[src/sv/hsvt_pkg.sv]
// ============================================================================
// hsvt_pkg
// Shared types and constants for the HSV color threshold mask pipeline.
// ============================================================================
`default_nettype none

package hsvt_pkg;

    // Color mode register codes. The unused code selects nothing.
    typedef enum logic [1:0] {
        MODE_YELLOW     = 2'd0,
        MODE_YELLOW_EXP = 2'd1,
        MODE_RED        = 2'd2
    } color_mode_t;

    // Which channel holds the maximum (red wins ties, then green)
    typedef enum logic [1:0] {
        MAX_RED   = 2'd0,
        MAX_GREEN = 2'd1,
        MAX_BLUE  = 2'd2
    } max_sel_t;

    localparam int unsigned CHAN_W = 8;
    localparam int unsigned KP_W   = 11;   // shifted hue numerator, up to 6*255
    localparam int unsigned PROD_W = 17;   // products of the compare stage

    // Hue windows as bounds on q = floor((60*kp + diff) / (2*diff)), with
    // hue = q - 30 for q >= 30, else q + 150. Upper bounds are exclusive.
    localparam logic [PROD_W-1:0] Q_YEL_LO = PROD_W'(55);
    localparam logic [PROD_W-1:0] Q_YEL_HI = PROD_W'(66);
    localparam logic [PROD_W-1:0] Q_EXP_LO = PROD_W'(60);
    localparam logic [PROD_W-1:0] Q_EXP_HI = PROD_W'(81);
    // red: hue 175..179 gives q 25..29, hue 0..8 gives q 30..38
    localparam logic [PROD_W-1:0] Q_RED_LO = PROD_W'(25);
    localparam logic [PROD_W-1:0] Q_RED_HI = PROD_W'(39);

    // Saturation: s >= T exactly when 510*diff >= (2*T - 1)*max
    localparam logic [PROD_W-1:0] SAT_SCALE  = PROD_W'(510);
    localparam logic [PROD_W-1:0] SAT_YEL_K  = PROD_W'(239);   // s >= 120
    localparam logic [PROD_W-1:0] SAT_RED_K  = PROD_W'(199);   // s >= 100

    localparam logic [CHAN_W-1:0] VAL_YEL_LO = CHAN_W'(150);
    localparam logic [CHAN_W-1:0] VAL_RED_LO = CHAN_W'(100);

    localparam logic [PROD_W-1:0] HUE_SCALE = PROD_W'(60);

    typedef struct packed {
        logic [CHAN_W-1:0] mx;
        logic [CHAN_W-1:0] mn;
        max_sel_t          sel;
        logic signed [CHAN_W:0] dlt;   // channel difference for the hue sector
    } s1_t;

    typedef struct packed {
        logic [CHAN_W-1:0] mx;
        logic [CHAN_W-1:0] diff;
        logic [KP_W-1:0]   kp;
        logic              gray;
    } s2_t;

    typedef struct packed {
        logic [CHAN_W-1:0] mx;
        logic              gray;
        logic [PROD_W-1:0] num;
        logic [PROD_W-1:0] t_yel_lo;
        logic [PROD_W-1:0] t_yel_hi;
        logic [PROD_W-1:0] t_exp_lo;
        logic [PROD_W-1:0] t_exp_hi;
        logic [PROD_W-1:0] t_red_lo;
        logic [PROD_W-1:0] t_red_hi;
        logic [PROD_W-1:0] sat_num;
        logic [PROD_W-1:0] sat_yel;
        logic [PROD_W-1:0] sat_red;
    } s3_t;

endpackage

`default_nettype wire

[src/sv/hsv_color_threshold_mask.sv]
// ============================================================================
// hsv_color_threshold_mask
// BGR pixel to HSV color window mask, one pixel per clock when not stalled.
// ============================================================================
// Takes one BGR pixel per transfer and returns one mask bit per pixel, set
// when the pixel's 8-bit HSV value (hue halved to 0..179, rounded) falls in
// the window chosen by color_mode: yellow, experimental yellow or red. The
// block sustains one pixel per clock while m_tready is high. The path from
// input transfer to output valid runs through four register stages (min/max,
// hue numerator, constant products, window compare). Hue and saturation are
// never divided out: each window bound is cross-multiplied by the chroma or
// the max and compared. Each stage holds its data while the stage after it
// is full and stalled, so back pressure on the output fills the pipeline
// before the input stops. Write color_mode only while the pipeline is empty.
// ============================================================================
`default_nettype none

module hsv_color_threshold_mask (
    input  wire logic        clk,
    input  wire logic        rst_n,
    input  wire logic        cfg_we,
    input  wire logic [1:0]  cfg_wdata,       // color_mode
    input  wire logic        s_tvalid,
    output logic             s_tready,
    input  wire logic [23:0] s_tdata,         // [7:0] blue, [15:8] green, [23:16] red
    output logic             m_tvalid,
    input  wire logic        m_tready,
    output logic [7:0]       m_tdata          // [0] in_color, [7:1] zero
);
    import hsvt_pkg::*;

    logic [1:0] mode_reg;
    logic       v1;
    logic       v2;
    logic       v3;
    logic       v4;
    logic       en1;
    logic       en2;
    logic       en3;
    logic       en4;
    s1_t        d1;
    s2_t        d2;
    s3_t        d3;
    logic       hit;

    always_ff @(posedge clk or negedge rst_n)
    begin
        if (!rst_n)
        begin
            mode_reg <= MODE_YELLOW;
        end
        else if (cfg_we)
        begin
            mode_reg <= cfg_wdata;
        end
    end

    // a stage loads when it is empty or its contents move on this cycle
    assign en4 = !v4 || m_tready;
    assign en3 = !v3 || en4;
    assign en2 = !v2 || en3;
    assign en1 = !v1 || en2;

    assign s_tready = en1;

    hsvt_minmax u_minmax (
        .clk       (clk),
        .rst_n     (rst_n),
        .en        (en1),
        .in_valid  (s_tvalid),
        .blue      (s_tdata[7:0]),
        .green     (s_tdata[15:8]),
        .red       (s_tdata[23:16]),
        .out_valid (v1),
        .out_data  (d1)
    );

    hsvt_hue_prep u_hue_prep (
        .clk       (clk),
        .rst_n     (rst_n),
        .en        (en2),
        .in_valid  (v1),
        .in_data   (d1),
        .out_valid (v2),
        .out_data  (d2)
    );

    hsvt_products u_products (
        .clk       (clk),
        .rst_n     (rst_n),
        .en        (en3),
        .in_valid  (v2),
        .in_data   (d2),
        .out_valid (v3),
        .out_data  (d3)
    );

    hsvt_window u_window (
        .clk       (clk),
        .rst_n     (rst_n),
        .en        (en4),
        .in_valid  (v3),
        .in_data   (d3),
        .mode      (mode_reg),
        .out_valid (v4),
        .out_hit   (hit)
    );

    assign m_tvalid = v4;
    assign m_tdata  = {7'd0, hit};

endmodule

`default_nettype wire

[src/sv/hsvt_minmax.sv]
// ============================================================================
// hsvt_minmax
// Stage 1: max and min channel, max sector and sector channel difference.
// ============================================================================
`default_nettype none

module hsvt_minmax (
    input  wire logic                   clk,
    input  wire logic                   rst_n,
    input  wire logic                   en,
    input  wire logic                   in_valid,
    input  wire logic [7:0]             blue,
    input  wire logic [7:0]             green,
    input  wire logic [7:0]             red,
    output logic                        out_valid,
    output hsvt_pkg::s1_t               out_data
);
    import hsvt_pkg::*;

    logic valid_reg;
    s1_t  data_reg;
    s1_t  data_next;

    always_comb
    begin
        data_next = '0;
        if (red >= green && red >= blue)
        begin
            data_next.sel = MAX_RED;
            data_next.mx  = red;
            data_next.dlt = $signed({1'b0, green}) - $signed({1'b0, blue});
        end
        else if (green >= blue)
        begin
            data_next.sel = MAX_GREEN;
            data_next.mx  = green;
            data_next.dlt = $signed({1'b0, blue}) - $signed({1'b0, red});
        end
        else
        begin
            data_next.sel = MAX_BLUE;
            data_next.mx  = blue;
            data_next.dlt = $signed({1'b0, red}) - $signed({1'b0, green});
        end

        data_next.mn = blue;
        if (green < data_next.mn)
        begin
            data_next.mn = green;
        end
        if (red < data_next.mn)
        begin
            data_next.mn = red;
        end
    end

    always_ff @(posedge clk or negedge rst_n)
    begin
        if (!rst_n)
        begin
            valid_reg <= 1'b0;
        end
        else if (en)
        begin
            valid_reg <= in_valid;
        end
    end

    always_ff @(posedge clk)
    begin
        if (en)
        begin
            data_reg <= data_next;
        end
    end

    assign out_valid = valid_reg;
    assign out_data  = data_reg;

endmodule

`default_nettype wire

[src/sv/hsvt_hue_prep.sv]
// ============================================================================
// hsvt_hue_prep
// Stage 2: chroma (max - min) and non-negative hue numerator kp = k + diff.
// ============================================================================
`default_nettype none

module hsvt_hue_prep (
    input  wire logic                   clk,
    input  wire logic                   rst_n,
    input  wire logic                   en,
    input  wire logic                   in_valid,
    input  wire hsvt_pkg::s1_t          in_data,
    output logic                        out_valid,
    output hsvt_pkg::s2_t               out_data
);
    import hsvt_pkg::*;

    logic                   valid_reg;
    s2_t                    data_reg;
    s2_t                    data_next;
    logic [CHAN_W-1:0]      diff;
    logic signed [KP_W:0]   offs;
    logic signed [KP_W:0]   kp_full;

    assign diff = in_data.mx - in_data.mn;

    // sector offset: 1, 3 or 5 times diff
    always_comb
    begin
        case (in_data.sel)
            MAX_RED:
            begin
                offs = $signed({4'd0, diff});
            end
            MAX_GREEN:
            begin
                offs = $signed({4'd0, diff}) + $signed({3'd0, diff, 1'b0});
            end
            MAX_BLUE:
            begin
                offs = $signed({4'd0, diff}) + $signed({2'd0, diff, 2'b0});
            end
            default:
            begin
                offs = '0;
            end
        endcase
    end

    assign kp_full = offs + {{(KP_W - CHAN_W){in_data.dlt[CHAN_W]}}, in_data.dlt};

    always_comb
    begin
        data_next.mx   = in_data.mx;
        data_next.diff = diff;
        data_next.kp   = kp_full[KP_W-1:0];
        data_next.gray = (diff == '0);
    end

    always_ff @(posedge clk or negedge rst_n)
    begin
        if (!rst_n)
        begin
            valid_reg <= 1'b0;
        end
        else if (en)
        begin
            valid_reg <= in_valid;
        end
    end

    always_ff @(posedge clk)
    begin
        if (en)
        begin
            data_reg <= data_next;
        end
    end

    assign out_valid = valid_reg;
    assign out_data  = data_reg;

endmodule

`default_nettype wire

[src/sv/hsvt_products.sv]
// ============================================================================
// hsvt_products
// Stage 3: constant-scaled numerators and window thresholds for hue and
// saturation, so the windows reduce to compares with no divide.
// ============================================================================
`default_nettype none

module hsvt_products (
    input  wire logic                   clk,
    input  wire logic                   rst_n,
    input  wire logic                   en,
    input  wire logic                   in_valid,
    input  wire hsvt_pkg::s2_t          in_data,
    output logic                        out_valid,
    output hsvt_pkg::s3_t               out_data
);
    import hsvt_pkg::*;

    logic              valid_reg;
    s3_t               data_reg;
    s3_t               data_next;
    logic [PROD_W-1:0] diff_x;
    logic [PROD_W-1:0] diff2_x;
    logic [PROD_W-1:0] mx_x;

    assign diff_x  = {{(PROD_W - CHAN_W){1'b0}}, in_data.diff};
    assign diff2_x = {{(PROD_W - CHAN_W - 1){1'b0}}, in_data.diff, 1'b0};
    assign mx_x    = {{(PROD_W - CHAN_W){1'b0}}, in_data.mx};

    always_comb
    begin
        data_next.mx       = in_data.mx;
        data_next.gray     = in_data.gray;
        // rounding term diff folded into the hue numerator
        data_next.num      = {{(PROD_W - KP_W){1'b0}}, in_data.kp} * HUE_SCALE + diff_x;
        data_next.t_yel_lo = diff2_x * Q_YEL_LO;
        data_next.t_yel_hi = diff2_x * Q_YEL_HI;
        data_next.t_exp_lo = diff2_x * Q_EXP_LO;
        data_next.t_exp_hi = diff2_x * Q_EXP_HI;
        data_next.t_red_lo = diff2_x * Q_RED_LO;
        data_next.t_red_hi = diff2_x * Q_RED_HI;
        data_next.sat_num  = diff_x * SAT_SCALE;
        data_next.sat_yel  = mx_x * SAT_YEL_K;
        data_next.sat_red  = mx_x * SAT_RED_K;
    end

    always_ff @(posedge clk or negedge rst_n)
    begin
        if (!rst_n)
        begin
            valid_reg <= 1'b0;
        end
        else if (en)
        begin
            valid_reg <= in_valid;
        end
    end

    always_ff @(posedge clk)
    begin
        if (en)
        begin
            data_reg <= data_next;
        end
    end

    assign out_valid = valid_reg;
    assign out_data  = data_reg;

endmodule

`default_nettype wire

[src/sv/hsvt_window.sv]
// ============================================================================
// hsvt_window
// Stage 4: window compares and mode select into the output register.
// ============================================================================
`default_nettype none

module hsvt_window (
    input  wire logic                   clk,
    input  wire logic                   rst_n,
    input  wire logic                   en,
    input  wire logic                   in_valid,
    input  wire hsvt_pkg::s3_t          in_data,
    input  wire logic [1:0]             mode,
    output logic                        out_valid,
    output logic                        out_hit
);
    import hsvt_pkg::*;

    logic valid_reg;
    logic hit_reg;
    logic hit_next;
    logic hue_yel;
    logic hue_exp;
    logic hue_red;
    logic sv_yel;
    logic sv_red;

    // a gray pixel has hue 0, which only the red window covers
    assign hue_yel = !in_data.gray && (in_data.num >= in_data.t_yel_lo)
                     && (in_data.num < in_data.t_yel_hi);
    assign hue_exp = !in_data.gray && (in_data.num >= in_data.t_exp_lo)
                     && (in_data.num < in_data.t_exp_hi);
    assign hue_red = in_data.gray || ((in_data.num >= in_data.t_red_lo)
                     && (in_data.num < in_data.t_red_hi));

    // black fails the value floor, so the saturation compare can ignore it
    assign sv_yel = (in_data.sat_num >= in_data.sat_yel) && (in_data.mx >= VAL_YEL_LO);
    assign sv_red = (in_data.sat_num >= in_data.sat_red) && (in_data.mx >= VAL_RED_LO);

    always_comb
    begin
        case (color_mode_t'(mode))
            MODE_YELLOW:
            begin
                hit_next = hue_yel && sv_yel;
            end
            MODE_YELLOW_EXP:
            begin
                hit_next = hue_exp && sv_yel;
            end
            MODE_RED:
            begin
                hit_next = hue_red && sv_red;
            end
            default:
            begin
                hit_next = 1'b0;
            end
        endcase
    end

    always_ff @(posedge clk or negedge rst_n)
    begin
        if (!rst_n)
        begin
            valid_reg <= 1'b0;
        end
        else if (en)
        begin
            valid_reg <= in_valid;
        end
    end

    always_ff @(posedge clk)
    begin
        if (en)
        begin
            hit_reg <= hit_next;
        end
    end

    assign out_valid = valid_reg;
    assign out_hit   = hit_reg;

endmodule

`default_nettype wire
[config.mk]
export PLATFORM = sky130hd
export DESIGN_NAME = hsv_color_threshold_mask
export DESIGN_NICKNAME = d
export VERILOG_FILES = /design/src/sv/hsvt_pkg.sv /design/src/sv/hsv_color_threshold_mask.sv /design/src/sv/hsvt_minmax.sv /design/src/sv/hsvt_hue_prep.sv /design/src/sv/hsvt_products.sv /design/src/sv/hsvt_window.sv
export SDC_FILE = /design/constraint.sdc
export NUM_CORES = 1
export LEC_CHECK = 0
export CAP_MARGIN = 20
export CORE_UTILIZATION = 36
export DETAILED_ROUTE_END_ITERATION = 6
export DONT_BUFFER_PORTS = 1
export GPL_TIMING_DRIVEN = 0
export PLACE_DENSITY = 0.5
export SETUP_SLACK_MARGIN = 0.3
export SLEW_MARGIN = 25
export SYNTH_ARGS = -nofsm -noshare
export SYNTH_HDL_FRONTEND = slang
export SYNTH_SLANG_ARGS = --single-unit
[constraint.sdc]
create_clock -name clk -period 5.65 [get_ports clk]
set_clock_uncertainty 0.15 [all_clocks]
set_input_delay 0.565 -clock clk [delete_from_list [all_inputs] [get_ports clk]]
set_output_delay 0.565 -clock clk [all_outputs]
set_load 0.01 [all_outputs]
# Word-level counts from Yosys, hierarchy flattened
# Cells that the tools add are included.
dict set report word_totals {
  ff_bits 231
  inputBits 31
  output_inout_bits 10
  elab_cells 95
}
dict set report classes {
  addsub 8
  mul 10
  n_lt_le_gt_ge 15
  eq_ne 4
  muxes 8
  reduce_logical 24
}
# cell n
set op_table {}
lappend op_table {{17-bit >= comparator} 5}
lappend op_table {{17-bit < comparator} 3}
lappend op_table {{8-bit by 8-bit multiplier with 16-bit output, second input constant} 3}
lappend op_table {{8-bit by 6-bit multiplier with 14-bit output, second input constant} 3}
lappend op_table {{11-bit one-hot mux with 3 select lines} 1}
lappend op_table {{8-bit 2-to-1 mux} 4}
lappend op_table {{8-bit by 8-bit subtractor with 9-bit output} 3}
lappend op_table {{8-bit >= comparator} 3}
lappend op_table {{17-bit by 8-bit adder with 17-bit output} 1}
lappend op_table {{8-bit < comparator} 2}
lappend op_table {{11-bit by 4-bit multiplier with 15-bit output, second input constant} 1}
lappend op_table {{8-bit by 7-bit multiplier with 15-bit output, second input constant} 1}
lappend op_table {{8-bit by 5-bit multiplier with 13-bit output, second input constant} 1}
lappend op_table {{8-bit by 4-bit multiplier with 12-bit output, second input constant} 1}
lappend op_table {{11-bit adder} 1}
lappend op_table {{8-bit by 10-bit adder with 11-bit output} 1}
lappend op_table {{1-bit logical AND} 11}
lappend op_table {{11-bit 2-to-1 mux} 1}
lappend op_table {{8-bit by 9-bit adder with 10-bit output} 1}
lappend op_table {{9-bit 2-to-1 mux} 1}
lappend op_table {{8-bit by 7-bit >= comparator with 1-bit output, second input constant} 1}
lappend op_table {{8-bit >= comparator, second input constant} 1}
lappend op_table {{8-bit zero test} 1}
lappend op_table {{8-bit subtractor} 1}
lappend op_table {{6 further kinds} 17}

# Logic depth before layout (Yosys ltp)
# Gate-level depths: netlist of run 1.
dict set report depth {
  ltp_word 5
  depth_mapped 20
  ltp_nobuf 20
}

# Hierarchy
# Synthesis of run 1 repeated with hierarchy kept, for this count alone.
dict set report unflattened {
  hier_cells 2250
  area_unflattened_um2 22397.7
}
# module instances cells_per_inst area_each_um2 seq_area_each_um2
set modules_own_cells {}
lappend modules_own_cells {hsvt_products 1 1211 13440.4 4018.9}
lappend modules_own_cells {hsvt_window 1 475 3429.5 55.1}
lappend modules_own_cells {hsvt_minmax 1 276 2688.8 835.8}
lappend modules_own_cells {hsvt_hue_prep 1 270 2675.1 865.8}
lappend modules_own_cells {hsv_color_threshold_mask 1 18 163.9 50.0}

# Worst setup path after synthesis of run 1
# Ideal clock, no wire load.
dict set report synth_path {
  kind {register -> register}
  from {reg u_hue_prep.data_reg, in the netlist u_hue_prep.out_data[15]}
  to {reg u_products.data_reg, in the netlist u_products.out_data[50] (data pin)}
  arrival_ps 4249
  t_required_ps 5242
  slack_ps 993
  path_stages_with_launch 15
  n_path_buf 0
  synth_period_minus_slack_ps 4657
  cell_sequence {edfxtp_1 fa_1 fa_1 inv_1 fa_1 fa_1 inv_1 ha_1 o21a_1 o21ai_0 nand2b_1 a31o_2 and4_1 o31a_1 xnor2_1}
}
# element line
set synth_rtl {}
lappend synth_rtl {{start, declared} hsvt_hue_prep.sv:19} ;# s2_t data_reg;
lappend synth_rtl {{start signal, assigned} hsvt_hue_prep.sv:76} ;# data_reg <= data_next;
lappend synth_rtl {{end signal, assigned} hsvt_products.sv:63} ;# data_reg <= data_next;
lappend synth_rtl {{end, declared} hsvt_products.sv:20} ;# s3_t data_reg;

==> results of run 1 <==
-- layout by cell type, fill, tap and decap left out, drive strengths merged, types with 4 or more instances in the layout --
cell type,instances
ha,405
inv,360
edfxtp,189
a21oi,134
fa,124
xnor2,110
o21ai,65
nand2,62
nor2,58
a21o,56
buf,40
mux2i,39
xor2,38
nor2b,32
nor3,29
o21bai,22
clkbuf,22
nand2b,21
nand3,18
o21a,14
nand4,14
a211oi,11
o22ai,8
o211ai,7
a31oi,7
conb,7
a41oi,6
or2,6
dfrtp,6
o311ai,6
and3,5
a2111oi,5
a31o,4
and4,4
nor3b,4
o31a,4
-- metal layers --
| metal | up-vias | share of wire (%) | routed length, um | track usage [%] |
|---|---|---|---|---|
| met2 | 153 | 47 | 21300 | 27.86 |
| met4 | 0 | 1.8 | 822 | 5.051 |
| met1 | 6393 | 48 | 21760 | 21.91 |
| met5 | - | 0 | 0 | 0 |
| met3 | 45 | 2.8 | 1265 | 3.008 |
| li1 | 6809 | - | - | - |
-- metrics by stage --
stage	instances	hold WS, ns	setup WS (ns)	util, %
2_1_floorplan	1935	0.1194	0.9930	-
3_3_place_gp	2683	0.1196	-0.4606	38.38
4_1_cts	2730	0.02262	0.3156	39.80
5_1_grt	2744	0.04741	0.3007	40.05
3_5_place_dp	2690	0.1196	0.2539	38.62
6_report	2744	0.05815	0.5189	40.05
-- logic make-up after synthesis --
| kind of cell | count (synthesis) | synth area share [%] |
|---|---|---|
| AOI/OAI and AO/OA | 373 | 11.65 |
| and+or+nand+nor | 269 | 6.723 |
| buffers and inverters | 371 | 7.074 |
| xor gates and xnor gates | 148 | 6.395 |
| other | 1 | 0.01850 |
| muxes | 42 | 2.093 |
| adders and majority gates | 530 | 37.30 |
| DFF | 195 | 28.74 |
-- worst max-delay path: stages, from the launching register on --
cell and delay [ns]:
edfxtp_1 0.58, buf_8 0.25, fa_1 0.72, fa_1 0.50
fa_1 0.54, fa_1 0.50, ha_1 0.36, o21ai_0 0.10
nand2b_1 0.10, a31o_2 0.26, and4_1 0.22, o31a_1 0.31
xnor2_1 0.31
-- layout make-up --
class | instances | area (um^2)
inverters | 353 | 1325
clock inverters | 14 | 141.4
fillers | 5437 | 33160
well taps | 748 | 935.9
flip-flops and latches | 195 | 5826
repair buffers | 29 | 315.3
multi-input cells | 1369 | 13070
plain buffers | 18 | 108.9
clock buffers | 18 | 429.2
-- worst max path at each step --
stage                                        end  depth (start not counted)
2_1_floorplan  u_products.out_data[50]$_DFFE_PP_                         14
4_1_cts        u_products.out_data[49]$_DFFE_PP_                         12
3_5_place_dp   u_products.out_data[50]$_DFFE_PP_                         14
6_report       u_products.out_data[50]$_DFFE_PP_                         12
5_1_grt        u_hue_prep.out_data[11]$_DFFE_PP_                         19
3_3_place_gp   u_products.out_data[81]$_DFFE_PP_                          2
-- what timing repair did --
item | 4_1_cts | 5_1_grt
setup buffers | 5 | 13
endpoints found under the hold margin | 8 | 0
resized for setup | 0 | 5
endpoints found under the setup margin | 2 | 4
pin swaps | 0 | 0
hold buffers | 3 | 0
==> impl_metrics.tcl, run 1 <==
set metrics [dict create \
    status "finished clean" \
    detail-route-antenna-nets 0 \
    area_growth_syn_to_layout_pct 9.297 \
    root_buffer "clkbuf_16" \
    dr.pass1.iters 5 \
    slew_headroom_pct 29.84 \
    slew_violations 0 \
    synth_area_mm2 0.02027 \
    grt_first_pass_wirelength_um 73300 \
    synth_top_area_share_pct 28.00 \
    die_w_um 239.3 \
    netlist_instances 1929 \
    clk_latency_ns 0.49 \
    fmax_ghz 0.1949 \
    grt_max_degree 49 \
    rsz0062_at_grt "no" \
    synthTopCellsByArea "edfxtp_1 (28%), ha_1 (25%), fa_1 (12%)" \
    max_cap_violations 0 \
    route.detailed.drc 0 \
    fin_area_mm2 0.02215 \
    dieHeight_um 239.3 \
    io_buffer_count 0 \
    yosysWarnings 0 \
    crit_start "u_hue_prep.out_data[16]$_DFFE_PP_" \
    hold_path_class "in2reg" \
    wl_um 45150 \
    clock-sinks 195 \
    worstPathArrival_ns 5.26 \
    min-delay-start "cfg_wdata[0]" \
    place_area_mm2 0.02136 \
    wl_per_cell_um 16.45 \
    die_area_mm2 0.05725 \
    dp_hpwl_um 36680 \
    nNetsFinal 2543 \
    fin_crit_ns 5.131 \
    r2r-end "u_products.out_data[50]$_DFFE_PP_" \
    vias 13400 \
    r2r_cells 12 \
    synth_area_leader_cell "edfxtp_1" \
    setup_tns_ns 0 \
    largest_reg_flops 133 \
    synth-edff-count 189 \
    antenna_found_initial 1 \
    cts_tree "built" \
    synth.most_common_cell "ha_1" \
    start_util_pct 36.65 \
    io_pins 41 \
    ys_seq_elements 195 \
    critPathCaptureType "register" \
    drtIter0Drc 586 \
    rows 86 \
    crit_path_max_fanout 10 \
    clockBufferDepth 2 \
    async_flop_share_pct 3.077 \
    cts_max_level 4 \
    critical_path_class "reg2reg" \
    synth_commonest_cells "ha_1 (405), inv_1 (353), edfxtp_1 (189)" \
    r2r-start "u_hue_prep.out_data[16]$_DFFE_PP_" \
    r2r_slack_ns 0.52 \
    path_clk_slew_ns 0.08 \
    via_per_inst 4.883 \
    cts-buffers-inserted 17 \
    synth.distinct_cells 70 \
    drive_above_1_share_pct 4.709 \
    crit_required_ns 5.78 \
    grt_usage_pct 16.70 \
    min_to "mode_reg[0]$_DFFE_PN0P_" \
    grt_pass1_vias 13880 \
    startpoint_type "register" \
    worst_pin_slew_ns 1.039 \
    diodes 0 \
    core_mm2 0.05531 \
    synth_top_flop_cell "edfxtp_1" \
    hold_violations 0 \
    period_share_pct 90.82 \
    grt_overflow_total 0 \
    setup_viol 0 \
    ys_seq_area_share_pct 28.74 \
    synth_area_per_cell_um2 10.51 \
    whs_path_depth 2 \
    place.gp.congestion 0.8405 \
]
Power of run 1 is not shown: default switching activity piles up to over one toggle a cycle in this logic, so the estimate is an artifact.
==> run 2: changes to the inputs <==
Settings changed: BUFFER_PORTS_ARGS set to -buffer_cell sky130_fd_sc_hd__buf_2, CORE_ASPECT_RATIO set to 0.5, DONT_BUFFER_PORTS 1 to not set, PLACE_DENSITY 0.5 to 0.51.
==> run 2 against run 1 <==
Compared with the run above:
- final area hardly changed
- fmax is 0.98% lower
- sequential cell count stayed put
- worst setup slack worse by 0.051 ns
- die area is 0.10% higher
- cell count is 0.87% higher
- non-clock buffer count is 16 higher
- global-route usage is 0.43 points lower
- count of clock-buffer cells in the layout is 1 higher
- via count is 0.57% lower
- critical path type unchanged
- critical endpoint unchanged
- largest cell class unchanged
==> impl_metrics.tcl, run 2 (synthesis gave the netlist of run 1 again) <==
set metrics [dict create \
    period_share_pct 91.72 \
    whs_ns 0.1450 \
    diodes 0 \
    met2_usage_pct 24.80 \
    drive_above_1_share_pct 5.318 \
    grt_pass1_vias 13420 \
    vias 13320 \
    drtIter0Drc 703 \
    max_stage_delay_ns 0.75 \
    dp_hpwl_um 36050 \
    grt_usage_pct 16.28 \
    start_util_pct 36.48 \
    place_area_mm2 0.02152 \
    max_cap_violations 0 \
    crit_path_max_fanout 12 \
    crit_chain "fa_1, fa_1, inv_1, fa_1, fa_1, inv_1, ha_1, o21a_1, o21ai_0, nand2b_1, a31o_2, and4_1, o31a_1, xnor2_1" \
    path_clk_slew_ns 0.07 \
    cts-buffers-inserted 17 \
    cts_max_level 4 \
    die_w_um 337.6 \
    r2r-start "u_hue_prep.out_data[14]$_DFFE_PP_" \
    slew_headroom_pct 31.39 \
    clk_latency_ns 0.45 \
    io_pins 41 \
    critPathCaptureType "register" \
    rsz0062_at_grt "no" \
    min-delay-start "s_tvalid" \
    whs_path_depth 2 \
    area_growth_syn_to_layout_pct 9.365 \
    crit_required_ns 5.70 \
    place.gp.congestion 0.8321 \
    grt_max_degree 53 \
    critical_path_class "reg2reg" \
    nNetsFinal 2559 \
    detail-route-antenna-nets 0 \
    r2r_cells 14 \
    r2r_slack_ns 0.47 \
    final_common_cell "ha_1" \
    setup_viol 0 \
    core_mm2 0.05556 \
    grt_first_pass_wirelength_um 72150 \
    cpMostUsedCell "fa_1" \
    status "finished clean" \
    grt-busiest-layer "met2" \
    route.detailed.drc 0 \
    dieHeight_um 169.8 \
    wl_um 44290 \
    r2r-end "u_products.out_data[50]$_DFFE_PP_" \
    root_buffer "clkbuf_16" \
    hold_violations 0 \
    setup_slack_ns 0.4680 \
    slew_violations 0 \
    min_to "u_minmax.out_valid$_DFFE_PN0P_" \
    io_buffer_count 33 \
    rows 61 \
    dr.pass1.iters 5 \
    die_area_mm2 0.05731 \
    fillers 5543 \
    cts_tree "built" \
    fmax_ghz 0.1930 \
    clockBufferDepth 2 \
    crit_slowest_cell "edfxtp_1" \
    hold_path_class "in2reg" \
    fin_area_mm2 0.02217 \
    wl_per_cell_um 16.00 \
    met1_usage_pct 24.03 \
    startpoint_type "register" \
    worst_pin_slew_ns 1.029 \
    worstPathArrival_ns 5.24 \
    antenna_found_initial 0 \
    globalRouteMet3Util_pct 2.479 \
    via_per_inst 4.813 \
    largest_reg_flops 133 \
    dp_slack_ns 0.3262 \
    final_cell_mix "ha_1 (405), inv_1 (353), edfxtp_1 (189), a21oi_1 (134), fa_1 (124)" \
    fin_crit_ns 5.182 \
    grt_overflow_total 0 \
    clock-sinks 195 \
]
-- run 2: stage by stage --
stage / setup TNS (ns) / std cells / utilization (%)
floorplan: 0 / 1935 / -
CTS: 0 / 2767 / 39.85
global placement: -80.23 / 2724 / 38.52
finish: 0 / 2768 / 39.89
global route: 0 / 2768 / 39.89
detailed placement: 0 / 2730 / 38.73
-- run 2: worst max-delay path by stage --
stage,start,slack [ns],endpoint
floorplan,u_hue_prep.out_data[15]$_DFFE_PP_,0.99,u_products.out_data[50]$_DFFE_PP_
global placement,m_tready,-0.61,u_products.out_data[108]$_DFFE_PP_
detailed placement,u_hue_prep.out_data[17]$_DFFE_PP_,0.33,u_products.out_data[50]$_DFFE_PP_
CTS,u_hue_prep.out_data[14]$_DFFE_PP_,0.45,u_products.out_data[50]$_DFFE_PP_
global route,u_minmax.out_data[19]$_DFFE_PP_,0.26,u_hue_prep.out_data[11]$_DFFE_PP_
finish,u_hue_prep.out_data[14]$_DFFE_PP_,0.47,u_products.out_data[50]$_DFFE_PP_
-- run 2: worst max-delay path, delay by kind of cell, from the launching register on --
family                     cells  cell delay, ns
xor gates and xnor gates       1            0.14
buffers and inverters          2            0.10
and+or+nand+nor                2            0.31
AOI/OAI and AO/OA              4            0.87
DFF                            1            0.75
adders and majority gates      5            2.61
-- run 2: repair_timing --
| action | CTS | global route |
|---|---|---|
| hold buffers | 1 | 0 |
| hold endpoints to repair | 6 | 0 |
| buffers inserted | 4 | 0 |
| resized for setup | 0 | 1 |
| cloned | 0 | 0 |
| endpoints found under the setup margin | 1 | 1 |
-- run 2: layout make-up --
class                   instances  area (um^2)  share of cell area [%]
multi-input cells            1369        13050                   58.88
flip-flops and latches        195         5826                   26.28
inverters                     353         1325                   5.978
well taps                     756        945.9                   4.267
clock buffers                  19        432.9                   1.953
repair buffers                 45        327.8                   1.479
clock inverters                13        148.9                  0.6717
plain buffers                  18        108.9                  0.4911
-- run 2: metal layers --
| layer | share of wire [%] | up-vias |
|---|---|---|
| met5 | 0 | - |
| met4 | 1.5 | 0 |
| met3 | 2.8 | 40 |
| met2 | 42 | 145 |
| met1 | 53 | 6305 |
| li1 | - | 6833 |
Power of run 2 is left out for the same reason.
